[src/rtl/core/idea_pkg.sv]
`timescale 1ns / 1ps
// Shared types, register codes and mod-65537 arithmetic for the IDEA core.
// No dependencies.
package idea_pkg;

	typedef logic [15:0] word_t;

	typedef struct packed {
		word_t x4;
		word_t x3;
		word_t x2;
		word_t x1;
	} blk_t;

	typedef logic [1:0] cfg_idx_t;

	localparam cfg_idx_t REG_KEY_LOW  = 2'd0;
	localparam cfg_idx_t REG_KEY_HIGH = 2'd1;
	localparam cfg_idx_t REG_MODE     = 2'd2;

	// full expanded key length, independent of round count
	localparam int NZ = 52;
	// last step of one inverse: load, then 15 square/multiply pairs
	localparam logic [4:0] INV_LAST = 5'd30;

	typedef enum logic {
		KS_IDLE,
		KS_BUSY
	} ks_state_t;

	// a*b mod 65537 for operands in 1..65536
	function automatic logic [16:0] mulmod17(input logic [16:0] a, input logic [16:0] b);
		logic [33:0] p;
		logic [15:0] lo;
		logic [16:0] hi;
		logic [17:0] r;
		p  = a * b;
		lo = p[15:0];
		hi = p[32:16];
		// 65536 == -1 mod 65537
		r  = {2'b00, lo} - {1'b0, hi};
		if ({1'b0, lo} < hi)
			r = r + 18'd65537;
		return r[16:0];
	endfunction

	function automatic logic [16:0] expand17(input word_t a);
		return (a == 16'd0) ? 17'h10000 : {1'b0, a};
	endfunction

	function automatic word_t mul16(input word_t a, input word_t b);
		logic [16:0] r;
		r = mulmod17(expand17(a), expand17(b));
		return r[15:0];
	endfunction

endpackage

[src/rtl/core/idea_round.sv]
`timescale 1ns / 1ps
// One IDEA round as three elastic register stages, one multiply level each.
// Depends on idea_pkg.
module idea_round import idea_pkg::*; (
	input  logic        clk,
	input  logic        arst_n,
	input  logic        in_valid,
	output logic        in_ready,
	input  blk_t        in_blk,
	input  word_t [5:0] k,
	output logic        out_valid,
	input  logic        out_ready,
	output blk_t        out_blk
);

	blk_t  x_s1, x_s2, x_s3;
	word_t t2_s2;
	logic  v_s1, v_s2, v_s3;
	logic  en1, en2, en3;
	word_t t1, u;

	assign en3      = !v_s3 || out_ready;
	assign en2      = !v_s2 || en3;
	assign en1      = !v_s1 || en2;
	assign in_ready = en1;

	always_ff @(posedge clk or negedge arst_n) begin
		if (!arst_n) begin
			v_s1 <= 1'b0;
			v_s2 <= 1'b0;
			v_s3 <= 1'b0;
		end else begin
			if (en1) v_s1 <= in_valid;
			if (en2) v_s2 <= v_s1;
			if (en3) v_s3 <= v_s2;
		end
	end

	assign t1 = mul16(t2_s2 + (x_s2.x2 ^ x_s2.x4), k[5]);
	assign u  = t1 + t2_s2;

	always_ff @(posedge clk) begin
		if (en1) begin
			x_s1.x1 <= mul16(in_blk.x1, k[0]);
			x_s1.x2 <= in_blk.x2 + k[1];
			x_s1.x3 <= in_blk.x3 + k[2];
			x_s1.x4 <= mul16(in_blk.x4, k[3]);
		end
		if (en2) begin
			x_s2  <= x_s1;
			t2_s2 <= mul16(x_s1.x1 ^ x_s1.x3, k[4]);
		end
		if (en3) begin
			x_s3.x1 <= x_s2.x1 ^ t1;
			x_s3.x4 <= x_s2.x4 ^ u;
			// middle words swap
			x_s3.x2 <= x_s2.x3 ^ t1;
			x_s3.x3 <= u ^ x_s2.x2;
		end
	end

	assign out_valid = v_s3;
	assign out_blk   = x_s3;

endmodule

[config.mk]
export PLATFORM = sky130hd
export DESIGN_NAME = idea_round
export DESIGN_NICKNAME = d
export VERILOG_FILES = /design/src/rtl/core/idea_pkg.sv /design/src/rtl/core/idea_round.sv
export SDC_FILE = /design/constraint.sdc
export NUM_CORES = 2
export LEC_CHECK = 0
export BUFFER_PORTS_ARGS = -buffer_cell sky130_fd_sc_hd__buf_2
export CORE_UTILIZATION = 55
export DETAILED_ROUTE_END_ITERATION = 10
export GPL_ROUTABILITY_DRIVEN = 0
export PLACE_DENSITY = 0.79
export SYNTH_ARGS = -nofsm -noshare
export SYNTH_HDL_FRONTEND = slang
export SYNTH_SLANG_ARGS = --single-unit
[constraint.sdc]
create_clock -name clk -period 21.1 [get_ports clk]
set_input_delay 2.11 -clock clk [delete_from_list [all_inputs] [get_ports clk]]
set_output_delay 2.11 -clock clk [all_outputs]
set_load 0.02 [all_outputs]
# After elaboration in Yosys (flattened, before gate mapping)
# Index checks and enable logic that the tools add are counted.
# op_classes
bitwise,6
reduce_logical,14
addsub,12
order_cmp,4
mul,4
muxes,12
# ops
op,n
$mux W17,8
$mul A17 B17 Y33,4
$logic_not A16 Y1,8
$xor A16 B16 Y16,6
$lt A16 B17 Y1,4
$add A16 B1 Y16 const B,4
$add A16 B16 Y16,4
$mux W16,4
$sub A16 B16 Y16,4
$logic_not A1 Y1,3
$logic_or A1 B1 Y1,3
# word_totals
regBits,211
elab_cells,68
out_inout_bits,66
inputBits,164

# Longest topological paths before layout
# logic_depth
word_depth,10
ltp_mapped,59
depth_no_buf,57

# Least setup slack after synthesis
# OpenSTA, ideal clock, no wires.
# synth_timing
kind,register to register
start,reg x_s2[48] (netlist bit)
end,"reg x_s3 (netlist bit out_blk[46]), data pin"
n_path_buf,2
t_required_ns,20.831
t_arrival_ns,13.125
setup_time_ns,0.269
path_slack_ns,7.705
synth_period_minus_slack_ns,13.395
path_stages_with_launch,55
path_cell_list,edfxtp_1 xor2_1 ha_1 inv_1 fa_1 nand3b_1 a31oi_1 o21ai_0 a2111o_1 nor4_1 nand3_1 nor4_1 clkbuf_1 nand2_1 fa_1 fa_1 inv_1 fa_1 (+19 left out) a21o_1 a21oi_1 clkbuf_1 o21ai_0 xnor2_1 inv_1 ha_1 nor2b_1 o21ai_0 a21oi_1 o21ai_0 a21boi_0 o21ai_0 nand2b_1 a311o_1 a31o_2 a21o_1 xor3_1
# synth_between
elab_chain_cells,10
elab_cells_between_ends,11
classes_between,4 x add/sub; 1 x mul; 1 x order compare; 2 x mux; 2 x bitwise; 1 x reduce/logical
# synth_rtl
element,line_no,source
"start, declared",idea_round.sv:16,"blk_t x_s1, x_s2, x_s3;"
"start signal, assigned",idea_round.sv:50,x_s2 <= x_s1;
$xor A16 B16 Y16 *,idea_round.sv:39,"assign t1 = mul16(t2_s2 + (x_s2.x2 ^ x_s2.x4), k[5]);"
$add A16 B16 Y16 *,idea_round.sv:39,
$logic_not A16 Y1,idea_pkg.sv:48,"return (a == 16'd0) ? 17'h10000 : {1'b0, a};"
$mux W17 *,idea_pkg.sv:48,
$mul A17 B17 Y33 *,idea_pkg.sv:37,p = a * b;
$sub A16 B16 Y16,idea_pkg.sv:41,"r = {2'b00, lo} - {1'b0, hi};"
$add A16 B1 Y16,idea_pkg.sv:43,r = r + 18'd65537;
$mux W16 *,idea_pkg.sv:42,"if ({1'b0, lo} < hi)"
$add A16 B16 Y16 *,idea_round.sv:40,assign u = t1 + t2_s2;
$xor A16 B16 Y16 *,idea_round.sv:58,x_s3.x3 <= u ^ x_s2.x2;
"end, declared",idea_round.sv:16,
# Every way passes the cells marked *; elsewhere a longest branch is shown, timed or not.
# A chain may end at the register's enable or synchronous reset.

# Worst setup path after layout
# layout_timing
start,reg x_s2[48] (netlist bit)
end,"reg x_s3 (netlist bit out_blk[62]), data pin"
# layout_between
elab_chain_cells,10
elab_cells_between_ends,11
classes_between,4 x add/sub; 1 x mul; 1 x order compare; 2 x mux; 2 x bitwise; 1 x reduce/logical
# layout_rtl
element,line_no,source
$xor A16 B16 Y16 *,idea_round.sv:39,
$add A16 B16 Y16 *,idea_round.sv:39,
$logic_not A16 Y1,idea_pkg.sv:48,
$mux W17 *,idea_pkg.sv:48,
$mul A17 B17 Y33 *,idea_pkg.sv:37,
$sub A16 B16 Y16,idea_pkg.sv:41,
$add A16 B1 Y16,idea_pkg.sv:43,
$mux W16 *,idea_pkg.sv:42,
$add A16 B16 Y16 *,idea_round.sv:40,
$xor A16 B16 Y16 *,idea_round.sv:55,x_s3.x4 <= x_s2.x4 ^ u;
# Marks and branches as above.

==> flow_metrics.env <==
export IMPL_die_area_sq_um=94400
export IMPL_yosys_top_cells_area="fa_1 (35%), ha_1 (13%), edfxtp_1 (12%)"
export IMPL_tritoncts="done"
export IMPL_cp_slowest_cell="a21oi_1"
export IMPL_rsz0062_at_grt="false"
export IMPL_ios=230
export IMPL_outcome="finished, final reports clean"
export IMPL_start_util_pct=55.8
export IMPL_yosys_area_top_type="fa_1"
export IMPL_routed_via_count=39100
export IMPL_ys_ff_latch=211
export IMPL_ys_types=81
export IMPL_ys_seq_area_share_pct=12.3
export IMPL_drt_iter0_drc=2816
export IMPL_slew_headroom_pct=18.3
export IMPL_clockBufferDepth=3
export IMPL_viasPerCell=5.63
export IMPL_hold_viol=0
export IMPL_drive_above_1_share_pct=5.79
export IMPL_ant_nets=0
export IMPL_routedWlPerCell_um=18.8
export IMPL_fin_tns_setup_ns=0
export IMPL_grt_pass1_wl_mm=213
export IMPL_drcViolationCount=0
export IMPL_root_buffer="clkbuf_16"
export IMPL_htree_levels=1
export IMPL_hold_class="reg -> reg"
export IMPL_ys_async_sr_fraction_pct=1.42
export IMPL_yosys_warnings=0
export IMPL_drv_cap=0
export IMPL_multi_input_area_sq_um=39900
export IMPL_path_max_fanout=19
export IMPL_startpoint_type="flop"
export IMPL_netlist_instances=5620
export IMPL_path_clk_slew_ns=0.07
export IMPL_gr_total_overflow=0
export IMPL_grt_max_degree=66
export IMPL_met3_usage_pct=4.57
export IMPL_yosysMostFrequentCell="inv_1"
export IMPL_fmax_mhz=64.9
export IMPL_fp_row_count=111
export IMPL_min_period_ns=15.40
export IMPL_tightestPinTransition_ns=1.23
export IMPL_critPathArrivalTime_ns=15.65
export IMPL_die_height_um=307
export IMPL_drt_pass1_iterations=7
export IMPL_syn_area_per_cell_sq_um=9.12
export IMPL_antenna_found_initial=5
export IMPL_cp_end_kind="flop"
export IMPL_totalWireLength_mm=131
export IMPL_synth_commonest_cells="inv_1 (1142), fa_1 (900), nand2_1 (863)"
export IMPL_crit_path_max_incr_delay_ns=0.95
export IMPL_period_share_pct=73.0
export IMPL_ys_flop_type="edfxtp_1"
export IMPL_dp_hpwl_mm=107
export IMPL_fin_nets=7299
export IMPL_grt_pass1_vias=41500
export IMPL_met1_usage_pct=35.6
export IMPL_cts_sinks=211
export IMPL_nFillCells=7954
export IMPL_cts_resized=0
export IMPL_required_ns=21.34
export IMPL_grt_usage_pct=28.5
export IMPL_drv_slew=0
export IMPL_synthToLayoutAreaGrowth_pct=5.40
export IMPL_worstSetupPathType="reg -> reg"
export IMPL_cp_top_family="compound AO/OA/AOI/OAI gates"
export IMPL_grtUsageMet2_pct=48.4
export IMPL_setup_viol=0
export IMPL_numCtsBuffers=19
export IMPL_hold_buffers=0
export IMPL_die_w_um=307
export IMPL_synth_edf_count=208
export IMPL_cts_setup_buffers=0
export IMPL_regArea_sq_um=6320
export IMPL_synth_top_area_share_pct=35.1
export IMPL_path_buf_inv=7
export IMPL_netlist_area_sq_um=51300
export IMPL_port_buffers=229
export IMPL_gr_max_usage_layer="met2"
export IMPL_synth_fp_nets=7234
export IMPL_crit_top_cell="fa_1"
export IMPL_core_area_sq_um=91900
export IMPL_skew_ns=0.0219
export IMPL_clk_latency_ns=0.51
[registers in the layout (all words and copies together) (netlist names)]
| name | cells |
|---|---|
| out_blk | 64 |
| x_s1 | 64 |
| v_s1 | 1 |
| v_s2 | 1 |
| t2_s2 | 16 |
| x_s2 | 64 |
| out_valid | 1 |
[worst register-to-register path: cells and delay by family, from the launching register on]
family | cells | cell delay [ns]
XOR/XNOR | 4 | 0.94
flip-flops | 1 | 0.42
AO/OA/AOI/OAI | 20 | 5.12
buffers and inverters | 7 | 0.68
AND/OR/NAND/NOR | 12 | 3.33
adder cells (fa/ha/maj) | 12 | 4.67
[metrics by stage]
| stage | area [sq um] | hold slack, ns | utilization, % | setup slack, ns | std cells |
|---|---|---|---|---|---|
| after global placement | 53400 | 0.402 | 58.1 | 6.45 | 6907 |
| final | 54000 | 0.419 | 58.8 | 5.70 | 6942 |
| after floorplan | 51300 | 0.400 | - | 7.71 | 5620 |
| after global routing | 54000 | 0.424 | 58.8 | 4.68 | 6941 |
| after detailed placement | 53400 | 0.405 | 58.1 | 5.94 | 6907 |
| after CTS | 54000 | 0.417 | 58.8 | 5.87 | 6940 |
[layout by cell type (no fill, tap or decap), drive strengths merged, types with 8 or more instances in the layout]
cell	count
nor3b	13
or4	12
and4	11
a21oi	142
o21ai	98
o31ai	9
a31o	8
o2111ai	9
xor2	153
o211ai	19
nand3	31
nand2b	33
nand4	20
and2	379
a21boi	18
o21bai	20
fa	900
nand2	863
inv	1143
clkbuf	22
or3	17
nor2b	45
o21a	32
nor4	47
a21o	58
nor3	59
xnor2	200
and3	41
buf	258
edfxtp	208
or2	12
a211oi	17
ha	550
a31oi	14
nor2	131
a311oi	10
[cell type report]
cell class | instances | share of cell area [%]
inverters | 1142 | 7.93
clock buffers | 22 | 0.919
well taps | 1243 | 2.88
clock inverters | 11 | 0.181
diodes | 2 | 0.00926
repair buffers | 258 | 2.52
flip-flops and latches | 211 | 11.7
multi-input cells | 4053 | 73.9
[path summary, 6_finish.rpt]
path                                         start                    end  slack [ns]  cells past startpoint
worst min-delay path            x_s1[48]$_DFFE_PP_     x_s2[48]$_DFFE_PP_        0.42                      0
max in group asynchronous                   arst_n       v_s2$_DFFE_PN0P_       19.60                      1
worst min register to register  x_s1[48]$_DFFE_PP_     x_s2[48]$_DFFE_PP_        0.42                      0
worst max register to register  x_s2[48]$_DFFE_PP_  out_blk[62]$_DFFE_PP_        5.70                     55
worst max-delay path            x_s2[48]$_DFFE_PP_  out_blk[62]$_DFFE_PP_        5.70                     55
min in group asynchronous                   arst_n  out_valid$_DFFE_PN0P_        1.40                      1
[kinds of logic after synthesis]
logic type	count (synthesis)	synth area share, %
simple gates	1734	16.3
fa+ha+maj	1450	48.6
buf+inv	1356	9.93
compound gates	508	6.54
xor+xnor	358	6.27
flops	211	12.3
mux	3	0.0634
[metal layers]
layer / up-vias / routed length (um) / share of wire [%]
li1: 17600 / - / -
met1: 19500 / 50600 / 39
met2: 1673 / 62700 / 48
met3: 385 / 10600 / 8.1
met4: 4 / 6810 / 5.2
met5: - / 23 / 0.018
Power is not shown: default switching activity piles up to over one toggle a cycle in this logic, so the estimate is an artifact.
