--- src/rtl/core/idea_pkg.sv ---
`timescale 1ns / 1ps
// Shared types, register codes and mod-65537 arithmetic for the IDEA core.
// No dependencies.
package idea_pkg;

	typedef logic [15:0] word_t;

	typedef struct packed {
		word_t x4;
		word_t x3;
		word_t x2;
		word_t x1;
	} blk_t;

	typedef logic [1:0] cfg_idx_t;

	localparam cfg_idx_t REG_KEY_LOW  = 2'd0;
	localparam cfg_idx_t REG_KEY_HIGH = 2'd1;
	localparam cfg_idx_t REG_MODE     = 2'd2;

	// full expanded key length, independent of round count
	localparam int NZ = 52;
	// last step of one inverse: load, then 15 square/multiply pairs
	localparam logic [4:0] INV_LAST = 5'd30;

	typedef enum logic {
		KS_IDLE,
		KS_BUSY
	} ks_state_t;

	// a*b mod 65537 for operands in 1..65536
	function automatic logic [16:0] mulmod17(input logic [16:0] a, input logic [16:0] b);
		logic [33:0] p;
		logic [15:0] lo;
		logic [16:0] hi;
		logic [17:0] r;
		p  = a * b;
		lo = p[15:0];
		hi = p[32:16];
		// 65536 == -1 mod 65537
		r  = {2'b00, lo} - {1'b0, hi};
		if ({1'b0, lo} < hi)
			r = r + 18'd65537;
		return r[16:0];
	endfunction

	function automatic logic [16:0] expand17(input word_t a);
		return (a == 16'd0) ? 17'h10000 : {1'b0, a};
	endfunction

	function automatic word_t mul16(input word_t a, input word_t b);
		logic [16:0] r;
		r = mulmod17(expand17(a), expand17(b));
		return r[15:0];
	endfunction

endpackage

--- src/rtl/core/idea_ks.sv ---
`timescale 1ns / 1ps
// Key registers and subkey schedule; decrypt inverses by a shared
// square-and-multiply unit. Depends on idea_pkg.
module idea_ks import idea_pkg::*; #(
	parameter int ROUNDS = 8
) (
	input  logic                        clk,
	input  logic                        arst_n,
	input  logic                        cfg_we,
	input  cfg_idx_t                    cfg_index,
	input  logic [63:0]                 cfg_data,
	output word_t [6*ROUNDS+3:0]        tbl,
	output logic                        busy
);

	localparam int NK   = 6 * ROUNDS + 4;
	localparam int NINV = 2 * (ROUNDS + 1);
	localparam int IW   = $clog2(NINV);

	logic [63:0] key_low_q, key_high_q;
	logic        mode_q;
	ks_state_t   state_q, state_nxt;
	logic [IW-1:0] idx_q;
	logic [4:0]  cnt_q;
	logic [16:0] acc_q;
	word_t       inv_q [NINV];

	word_t       z    [NZ];
	word_t       srcs [NINV];
	logic [16:0] src17, opb, prod;
	logic        start, last_step;

	assign start     = cfg_we && (cfg_index <= REG_MODE);
	assign last_step = (cnt_q == INV_LAST);

	always_ff @(posedge clk or negedge arst_n) begin
		if (!arst_n) begin
			key_low_q  <= '0;
			key_high_q <= '0;
			mode_q     <= 1'b0;
		end else if (cfg_we) begin
			case (cfg_index)
				REG_KEY_LOW:  key_low_q  <= cfg_data;
				REG_KEY_HIGH: key_high_q <= cfg_data;
				REG_MODE:     mode_q     <= cfg_data[0];
				default: ;
			endcase
		end
	end

	// expanded key: 25-bit rotations of the user key, pure wiring
	always_comb begin
		for (int i = 0; i < 4; i++) begin
			z[i]     = key_low_q[16*i +: 16];
			z[i + 4] = key_high_q[16*i +: 16];
		end
		for (int i = 8; i < NZ; i++) begin
			case (i % 8)
				6:       z[i] = {z[i-14][8:0], z[i-7][15:9]};
				7:       z[i] = {z[i-14][8:0], z[i-15][15:9]};
				default: z[i] = {z[i-6][8:0], z[i-7][15:9]};
			endcase
		end
		for (int r = 0; r <= ROUNDS; r++) begin
			srcs[2*r]     = z[6*(ROUNDS-r)];
			srcs[2*r + 1] = z[6*(ROUNDS-r) + 3];
		end
	end

	assign src17 = expand17(srcs[idx_q]);
	// odd steps square, even steps multiply by the source
	assign opb   = cnt_q[0] ? acc_q : src17;
	assign prod  = mulmod17(acc_q, opb);

	always_comb begin
		state_nxt = state_q;
		case (state_q)
			KS_IDLE: if (start) state_nxt = KS_BUSY;
			KS_BUSY: begin
				if (!start && last_step && idx_q == IW'(NINV - 1))
					state_nxt = KS_IDLE;
			end
			default: state_nxt = KS_IDLE;
		endcase
	end

	always_comb begin
		case (state_q)
			KS_BUSY: busy = 1'b1;
			default: busy = 1'b0;
		endcase
	end

	always_ff @(posedge clk or negedge arst_n) begin
		if (!arst_n) begin
			state_q <= KS_BUSY;
			idx_q   <= '0;
			cnt_q   <= '0;
		end else begin
			state_q <= state_nxt;
			if (start) begin
				idx_q <= '0;
				cnt_q <= '0;
			end else if (state_q == KS_BUSY) begin
				if (last_step) begin
					cnt_q <= '0;
					idx_q <= idx_q + 1'b1;
				end else begin
					cnt_q <= cnt_q + 1'b1;
				end
			end
		end
	end

	always_ff @(posedge clk) begin
		if (cnt_q == 5'd0)
			acc_q <= src17;
		else
			acc_q <= prod;
		if (state_q == KS_BUSY && last_step && !start)
			inv_q[idx_q] <= prod[15:0];
	end

	always_comb begin
		for (int i = 0; i < NK; i++)
			tbl[i] = z[i];
		if (mode_q) begin
			for (int r = 0; r <= ROUNDS; r++) begin
				tbl[6*r]     = inv_q[2*r];
				tbl[6*r + 3] = inv_q[2*r + 1];
				if (r == 0 || r == ROUNDS) begin
					tbl[6*r + 1] = 16'd0 - z[6*(ROUNDS-r) + 1];
					tbl[6*r + 2] = 16'd0 - z[6*(ROUNDS-r) + 2];
				end else begin
					tbl[6*r + 1] = 16'd0 - z[6*(ROUNDS-r) + 2];
					tbl[6*r + 2] = 16'd0 - z[6*(ROUNDS-r) + 1];
				end
				if (r < ROUNDS) begin
					tbl[6*r + 4] = z[6*(ROUNDS-r) - 2];
					tbl[6*r + 5] = z[6*(ROUNDS-r) - 1];
				end
			end
		end
	end

endmodule

--- config.mk ---
export PLATFORM = sky130hd
export DESIGN_NAME = idea_ks
export DESIGN_NICKNAME = d
export VERILOG_FILES = /design/src/rtl/core/idea_pkg.sv /design/src/rtl/core/idea_ks.sv
export SDC_FILE = /design/constraint.sdc
export NUM_CORES = 2
export LEC_CHECK = 0
export BUFFER_PORTS_ARGS = -buffer_cell sky130_fd_sc_hd__buf_2
export CAP_MARGIN = 20
export CORE_AREA = 3 3 352 354
export DETAILED_ROUTE_END_ITERATION = 10
export DIE_AREA = 0 0 355 357
export HOLD_SLACK_MARGIN = 0.15
export PLACE_DENSITY_LB_ADDON = 0.15
export SETUP_SLACK_MARGIN = 0.5
export SLEW_MARGIN = 15
export SYNTH_ARGS = -nofsm -noshare
export SYNTH_HDL_FRONTEND = slang
export SYNTH_SLANG_ARGS = --single-unit
--- constraint.sdc ---
create_clock -name clk -period 35.4 [get_ports clk]
set_input_delay 3.54 -clock clk [delete_from_list [all_inputs] [get_ports clk]]
set_output_delay 3.54 -clock clk [all_outputs]
set_load 0.05 [all_outputs]
* Yosys cells after proc, flatten, opt, wreduce, memory -nomap -nowiden *
Memories as Yosys holds them, arrays and structs flattened.
Cells that the tools add are included.

word-level totals
  register bits = 157
  bits in writable memories = 288
  input port bits = 69
  output and inout port bits = 833
  memories kept = 1

memory list
  memory  depth  width  read ports  clocked after Yosys merged registers in  write ports  line           text
  inv_q   18     16     18          0                                        1            idea_ks.sv:26  word_t inv_q [NINV];

operators by class
  add/sub/neg operators = 22
  multiply operators = 1
  $lt $le $gt $ge = 3
  equal/unequal tests = 4
  multiplexer cells = 20
  bitwise logic cells = 2
  reduce and logical (&&, ||, !) cells = 15

operators by type and width
  cell                                                                  number
  832-bit two-way mux                                                   1
  1-bit by 16-bit subtractor with 16-bit output (first input constant)  18
  16-bit binary-select mux with 5-bit select                            1
  17-bit two-way mux                                                    4
  17-bit by 17-bit multiplier with 33-bit output                        1
  16-bit two-way mux                                                    2
  5-bit two-way mux                                                     6
  17-bit adder (second input constant)                                  1
  16-bit by 17-bit less-than comparator with 1-bit output               1
  16-bit by 17-bit subtractor with 17-bit output                        1
  16-bit zero test                                                      1
  5-bit by 1-bit adder with 5-bit output (second input constant)        2
  5-bit == test (second input constant)                                 2
  2-bit AND reduction                                                   4
  6-bit >= comparator (second input constant)                           1
  5-bit NOT with 6-bit output                                           1
  1-bit logical AND                                                     5
  5-bit zero test                                                       1
  1-bit two-way mux                                                     5
  2-bit nonzero test                                                    2
  2-bit by 1-bit == test with 1-bit output (second input constant)      1
  2-bit == test (second input constant)                                 1
  2-bit less-or-equal comparator (second input constant)                1
  2-bit zero test                                                       1
  other kinds (3)                                                       3

* Depth between registers and ports, before layout *
  depth after elaboration = 12
  depth in mapped cells = 47
  gate-level depth less buffers = 42

* Least setup slack after synthesis *
Ideal clock, no wire load.

  path type = register to register
  start point = reg idx_q[0]
  end point = reg acc_q[12]
  library setup time = 62 ps
  data arrival time = 11302 ps
  data required time = 35338 ps
  path slack = 24036 ps
  stages on the path, launching flop included = 44
  buffers on the path = 6
  path through = dfrtp_1 buf_2 buf_6 buf_1 mux4_2 a22oi_1 nand2_1 or4_1 nor4_1 nand2_1 o21ai_0 clkbuf_1 nand2_1 fa_1 fa_1 inv_1 fa_1 fa_1 (+8 left out) and4_1 o21ai_0 nand2b_1 xnor2_1 ha_1 clkbuf_1 a21o_1 a21o_1 a221o_1 a2111oi_0 nor3_1 a211o_1 nand2b_1 mux2_4 buf_6 nand4_1 xnor2_1 mux2_2

on the way
  word-level cells in the longest chain between the ends = 12
  elaborated cells on any way between the ends = 13
  classes of those cells = add/sub: 2; mul: 1; order compare: 1; mux: 7; bitwise: 1; reduce/logical: 1

RTL lines
  item                                                      line            text
  from (decl)                                               idea_ks.sv:23   logic [IW-1:0] idx_q;
  from (signal assigned)                                    idea_ks.sv:107  idx_q <= idx_q + 1'b1;
  5-bit NOT with 6-bit output (implied by the code) *       idea_ks.sv:70   assign src17 = expand17(srcs[idx_q]);
  16-bit binary-select mux with 5-bit select *              idea_ks.sv:70
  16-bit two-way mux (implied by the code) * (2 in series)  idea_ks.sv:70
  16-bit zero test                                          idea_pkg.sv:48  return (a == 16'd0) ? 17'h10000 : {1'b0, a};
  17-bit two-way mux *                                      idea_pkg.sv:48
  17-bit two-way mux *                                      idea_ks.sv:72   assign opb = cnt_q[0] ? acc_q : src17;
  17-bit by 17-bit multiplier with 33-bit output *          idea_pkg.sv:37  p = a * b;
  16-bit by 17-bit subtractor with 17-bit output            idea_pkg.sv:41  r = {2'b00, lo} - {1'b0, hi};
  17-bit adder                                              idea_pkg.sv:43  r = r + 18'd65537;
  17-bit two-way mux *                                      idea_pkg.sv:42  if ({1'b0, lo} < hi)
  net prod[12]                                              idea_ks.sv:30   logic [16:0] src17, opb, prod;
  17-bit two-way mux *                                      idea_ks.sv:116  if (cnt_q == 5'd0)
  to (signal assigned)                                      idea_ks.sv:117  acc_q <= src17;
  to (signal assigned)                                      idea_ks.sv:119  acc_q <= prod;
  to (decl)                                                 idea_ks.sv:25   logic [16:0] acc_q;

The timed path passes the listed nets; every way through them passes the cells marked *. The select of a mux whose other input is x is not followed.
A chain may end at the register's enable or synchronous reset.

* Worst setup path after layout *
  start point = reg idx_q[1]
  end point = mem inv_q[12][7] (netlist bit) (data pin)

on the way
  word-level cells in the longest chain between the ends = 11
  elaborated cells on any way between the ends = 12
  classes of those cells = add/sub: 2; mul: 1; order compare: 1; mux: 6; bitwise: 1; reduce/logical: 1

RTL lines
  item                                                      line
  5-bit NOT with 6-bit output (implied by the code) *       idea_ks.sv:70
  16-bit binary-select mux with 5-bit select *              idea_ks.sv:70
  16-bit two-way mux (implied by the code) * (2 in series)  idea_ks.sv:70
  16-bit zero test                                          idea_pkg.sv:48
  17-bit two-way mux *                                      idea_pkg.sv:48
  17-bit two-way mux *                                      idea_ks.sv:72
  17-bit by 17-bit multiplier with 33-bit output *          idea_pkg.sv:37
  16-bit by 17-bit subtractor with 17-bit output            idea_pkg.sv:41
  17-bit adder                                              idea_pkg.sv:43
  17-bit two-way mux *                                      idea_pkg.sv:42
  net prod[7]                                               idea_ks.sv:30
  to (decl)                                                 idea_ks.sv:26

Marked as above.

==> flow_metrics.py <==
metrics = {
    "sta": {
        "max_freq_mhz": 71.99,
        "setup_viol": 0,
        "timing.setup.tns_ns": 0,
        "slew_violations": 0,
        "unrepaired_setup_endpoints_after_global_routing": "false",
        "period_needed_ns": 13.89,
        "final.period_utilization_pct": 39.24,
        "clock-skew-final_ns": 0.07229,
        "finalHoldViolCount": 0,
        "timing_worst_slew_pin_value_ns": 1.282,
        "timing.slew.headroom_pct": 14.31,
    },
    "die": {
        "x_dimension_of_the_die_um": 355,
        "die_height_um": 357,
        "core.rowCount": 128,
        "floorplan.initialDensity_pct": 31.17,
        "fp.coreArea_mm2": 0.1214,
        "floorplan.io_pins": 902,
        "die_area_mm2": 0.1267,
    },
    "cts": {
        "cts.sink_count": 445,
        "cts_buffers": 54,
        "cts_max_path_buffers": 3,
        "cts.htree.levels": 2,
        "clock_insertion_delay_worst_skew_ns": 0.73,
        "clk_pin_slew_worst_paths_ns": 0.06,
        "tritoncts": "done",
        "cts_setup_buffers": 0,
        "cts_root_buf": "sky130_fd_sc_hd__clkbuf_16",
        "cts_hold_buffers": 0,
        "post_cts.resized_instances": 0,
    },
    "global_routing": {
        "via_count_of_the_first_global_routing_pass": 38350,
        "grt.total_usage_pct": 45.63,
        "global_route_overflow": 0,
        "global_route_wire_length_before_repair_um": 382200,
        "grt_antenna_before_repair": 77,
        "grt_max_degree": 170,
    },
    "hold_path": {
        "holdPathEnd": "key_low_q[13]",
        "min_from": "key_low_q[13]",
        "min_path_type": "flip-flop to flip-flop",
        "hold_path_depth": 1,
    },
    "drt": {
        "drc_errors": 0,
        "drt_pre_antenna_iters": 8,
        "post_drt_via_cell_ratio": 5.982,
        "finalWirelength_um": 298200,
        "drtIter0Drc": 6180,
        "vias": 41680,
        "routed_wire_length_per_instance_um": 42.80,
        "drtAntennaViolNets": 0,
    },
    "critical_path": {
        "critical-path-top-cell-by-count": "sky130_fd_sc_hd__fa_1",
        "worst_setup_path_type": "flip-flop to flip-flop",
        "crit_path_max_incr_delay_ns": 0.94,
        "ff_to_ff_end": "inv_q[12][7]",
        "critical_path_source_type": "flip-flop",
        "ff2ff_setup_slack_ns": 21.51,
        "cp_data_arrival_time_ns": 14.21,
        "critPathMaxFanout": 47,
        "critPathCaptureType": "flip-flop",
        "count_of_cells_along_the_worst_register_to_register_path": 39,
        "timing.critical_path.slowest_stage_cell": "sky130_fd_sc_hd__dfrtp_4",
        "cp_data_required_time_ns": 35.72,
        "startpoint_of_the_worst_slack_reg_to_reg_timing_path": "idx_q[1]",
    },
    "synthesis": {
        "synth_cells": 4403,
        "async_reset_ff_share_pct": 31.46,
        "yosys_warnings": 0,
        "synth_cell_types": 77,
        "yosysMostFrequentCell": "sky130_fd_sc_hd__nand2_1",
        "syn-mean-instance-area_um2": 8.593,
        "synth-edff-count": 288,
        "synth.ff_latch_count": 445,
        "synthDominantAreaCellType": "sky130_fd_sc_hd__edfxtp_1",
        "ys_seq_area_share_pct": 33.02,
        "synth_nets": 4844,
        "synth.area.top_cells": "sky130_fd_sc_hd__edfxtp_1 23%, sky130_fd_sc_hd__nand2_1 14%, sky130_fd_sc_hd__fa_1 12%, sky130_fd_sc_hd__dfrtp_1 9.2%, sky130_fd_sc_hd__ha_1 4.9%",
        "yosys.area.top_type_share_pct": 22.86,
        "ys_dominant_reg_cell": "sky130_fd_sc_hd__edfxtp_1",
        "post_synth_instance_area_mm2": 0.03784,
        "synth_common_cells": "1,428 x sky130_fd_sc_hd__nand2_1, 330 x sky130_fd_sc_hd__inv_1, 289 x sky130_fd_sc_hd__o21ai_0, 288 x sky130_fd_sc_hd__edfxtp_1, 243 x sky130_fd_sc_hd__clkbuf_1",
    },
    "placement": {
        "globalplace.congestion": 1.091,
        "dpl.hpwl_um": 233500,
        "port_buffers": 901,
    },
    "run_status": {
        "run_status": "completed",
    },
    "finish": {
        "area_occupied_by_multi_input_gates_mm2": 0.02314,
        "post_route_cells_drive_above_1_share_pct": 26.36,
        "area_delta_synth_final_pct": 23.66,
        "layout.filler_cells": 12920,
        "layout.area.seq_mm2": 0.01250,
        "finish.net_count": 5693,
    },
    "flow_run": {
        "drv.max_cap_violation_count": 0,
    },
}
state kept, by name, summed over array words and instances (netlist names):
register and flops:
inv_q 288, key_high_q 64, key_low_q 64, acc_q 17
cnt_q 5, idx_q 5, mode_q 1, state_q 1
metal layers:
layer	wire length, µm	part of all wire, %	vias up	track usage, %
met3	37830	13	919	18.86
met5	468	0.16	-	1.057
met1	106700	36	21050	53.25
met2	125300	42	3542	66.16
met4	27930	9.4	42	35.60
li1	-	-	16130	-
logic make-up after synthesis:
| family | Yosys count | synth area share (%) |
|---|---|---|
| AOI/OAI and AO/OA | 483 | 7.434 |
| xor gates and xnor gates | 290 | 6.713 |
| adders and majority gates | 372 | 16.75 |
| buffers and inverters | 623 | 6.319 |
| DFF | 445 | 33.02 |
| muxes | 240 | 8.046 |
| and+or+nand+nor | 1950 | 21.72 |
worst max-delay path, delay by kind of cell, from the launching register on:
| family | cells | cell delay, ns |
|---|---|---|
| AOI/OAI and AO/OA | 11 | 3.08 |
| xor gates and xnor gates | 2 | 1.03 |
| adders and majority gates | 8 | 3.87 |
| buffers and inverters | 5 | 1.12 |
| DFF | 1 | 0.94 |
| muxes | 2 | 0.86 |
| and+or+nand+nor | 11 | 2.52 |
layout make-up:
cell class                 count  share of cell area (%)
clock inverter                33                  0.8023
tap                         1625                   4.346
clock buffer                  67                   3.057
multi-input combinational   3335                   49.45
inverter                     338                   2.728
antenna                       47                  0.2514
timing repair buffer        1078                   12.64
sequential                   445                   26.73
worst max path at each step:
stage / startpoint / to / slack (ns) / depth (start not counted)
2_1_floorplan: idx_q[0] / acc_q[12] / 24.04 / 43
3_3_place_gp: idx_q[1] / inv_q[2][7] / 21.72 / 39
3_5_place_dp: idx_q[1] / inv_q[0][12] / 21.80 / 40
4_1_cts: idx_q[1] / inv_q[1][7] / 21.68 / 40
5_1_grt: idx_q[1] / acc_q[15] / 21.01 / 40
6_report: idx_q[1] / inv_q[12][7] / 21.51 / 39
layout by cell type (no fill, tap or decap), types with 56 or more instances in the layout:
cell type | synthesis | final
sky130_fd_sc_hd__nand3_1 | 57 | 57
sky130_fd_sc_hd__nor3_1 | 60 | 60
sky130_fd_sc_hd__and2_1 | 113 | 113
sky130_fd_sc_hd__mux2i_1 | 57 | 56
sky130_fd_sc_hd__xnor2_1 | 193 | 180
sky130_fd_sc_hd__edfxtp_1 | 288 | 288
sky130_fd_sc_hd__nor2_1 | 134 | 129
sky130_fd_sc_hd__dfrtp_1 | 139 | 136
sky130_fd_sc_hd__fa_1 | 224 | 224
sky130_fd_sc_hd__inv_1 | 330 | 329
sky130_fd_sc_hd__ha_1 | 148 | 148
sky130_fd_sc_hd__nand2_1 | 1428 | 1422
sky130_fd_sc_hd__o21ai_0 | 289 | 288
sky130_fd_sc_hd__buf_4 | 2 | 169
sky130_fd_sc_hd__mux2_2 | 145 | 145
sky130_fd_sc_hd__xor2_1 | 97 | 95
sky130_fd_sc_hd__buf_2 | 17 | 901
metrics by stage:
stage | std cells | setup WS (ns) | hold slack (ns) | cell area, µm² | utilization, %
final | 6968 | 21.51 | 0.5144 | 46790 | 38.54
after global routing | 6925 | 21.01 | 0.5458 | 46680 | 38.45
after CTS | 6917 | 21.68 | 0.5231 | 46590 | 38.38
after detailed placement | 6817 | 21.80 | 0.5105 | 44790 | 36.89
after global placement | 6813 | 21.72 | 0.4993 | 44730 | 36.85
after floorplan | 4403 | 24.04 | 0.5385 | 37840 | -
Power is left out: the tool's default activity adds up to more than one toggle a clock period on the data nets, which glitch-free logic cannot reach.
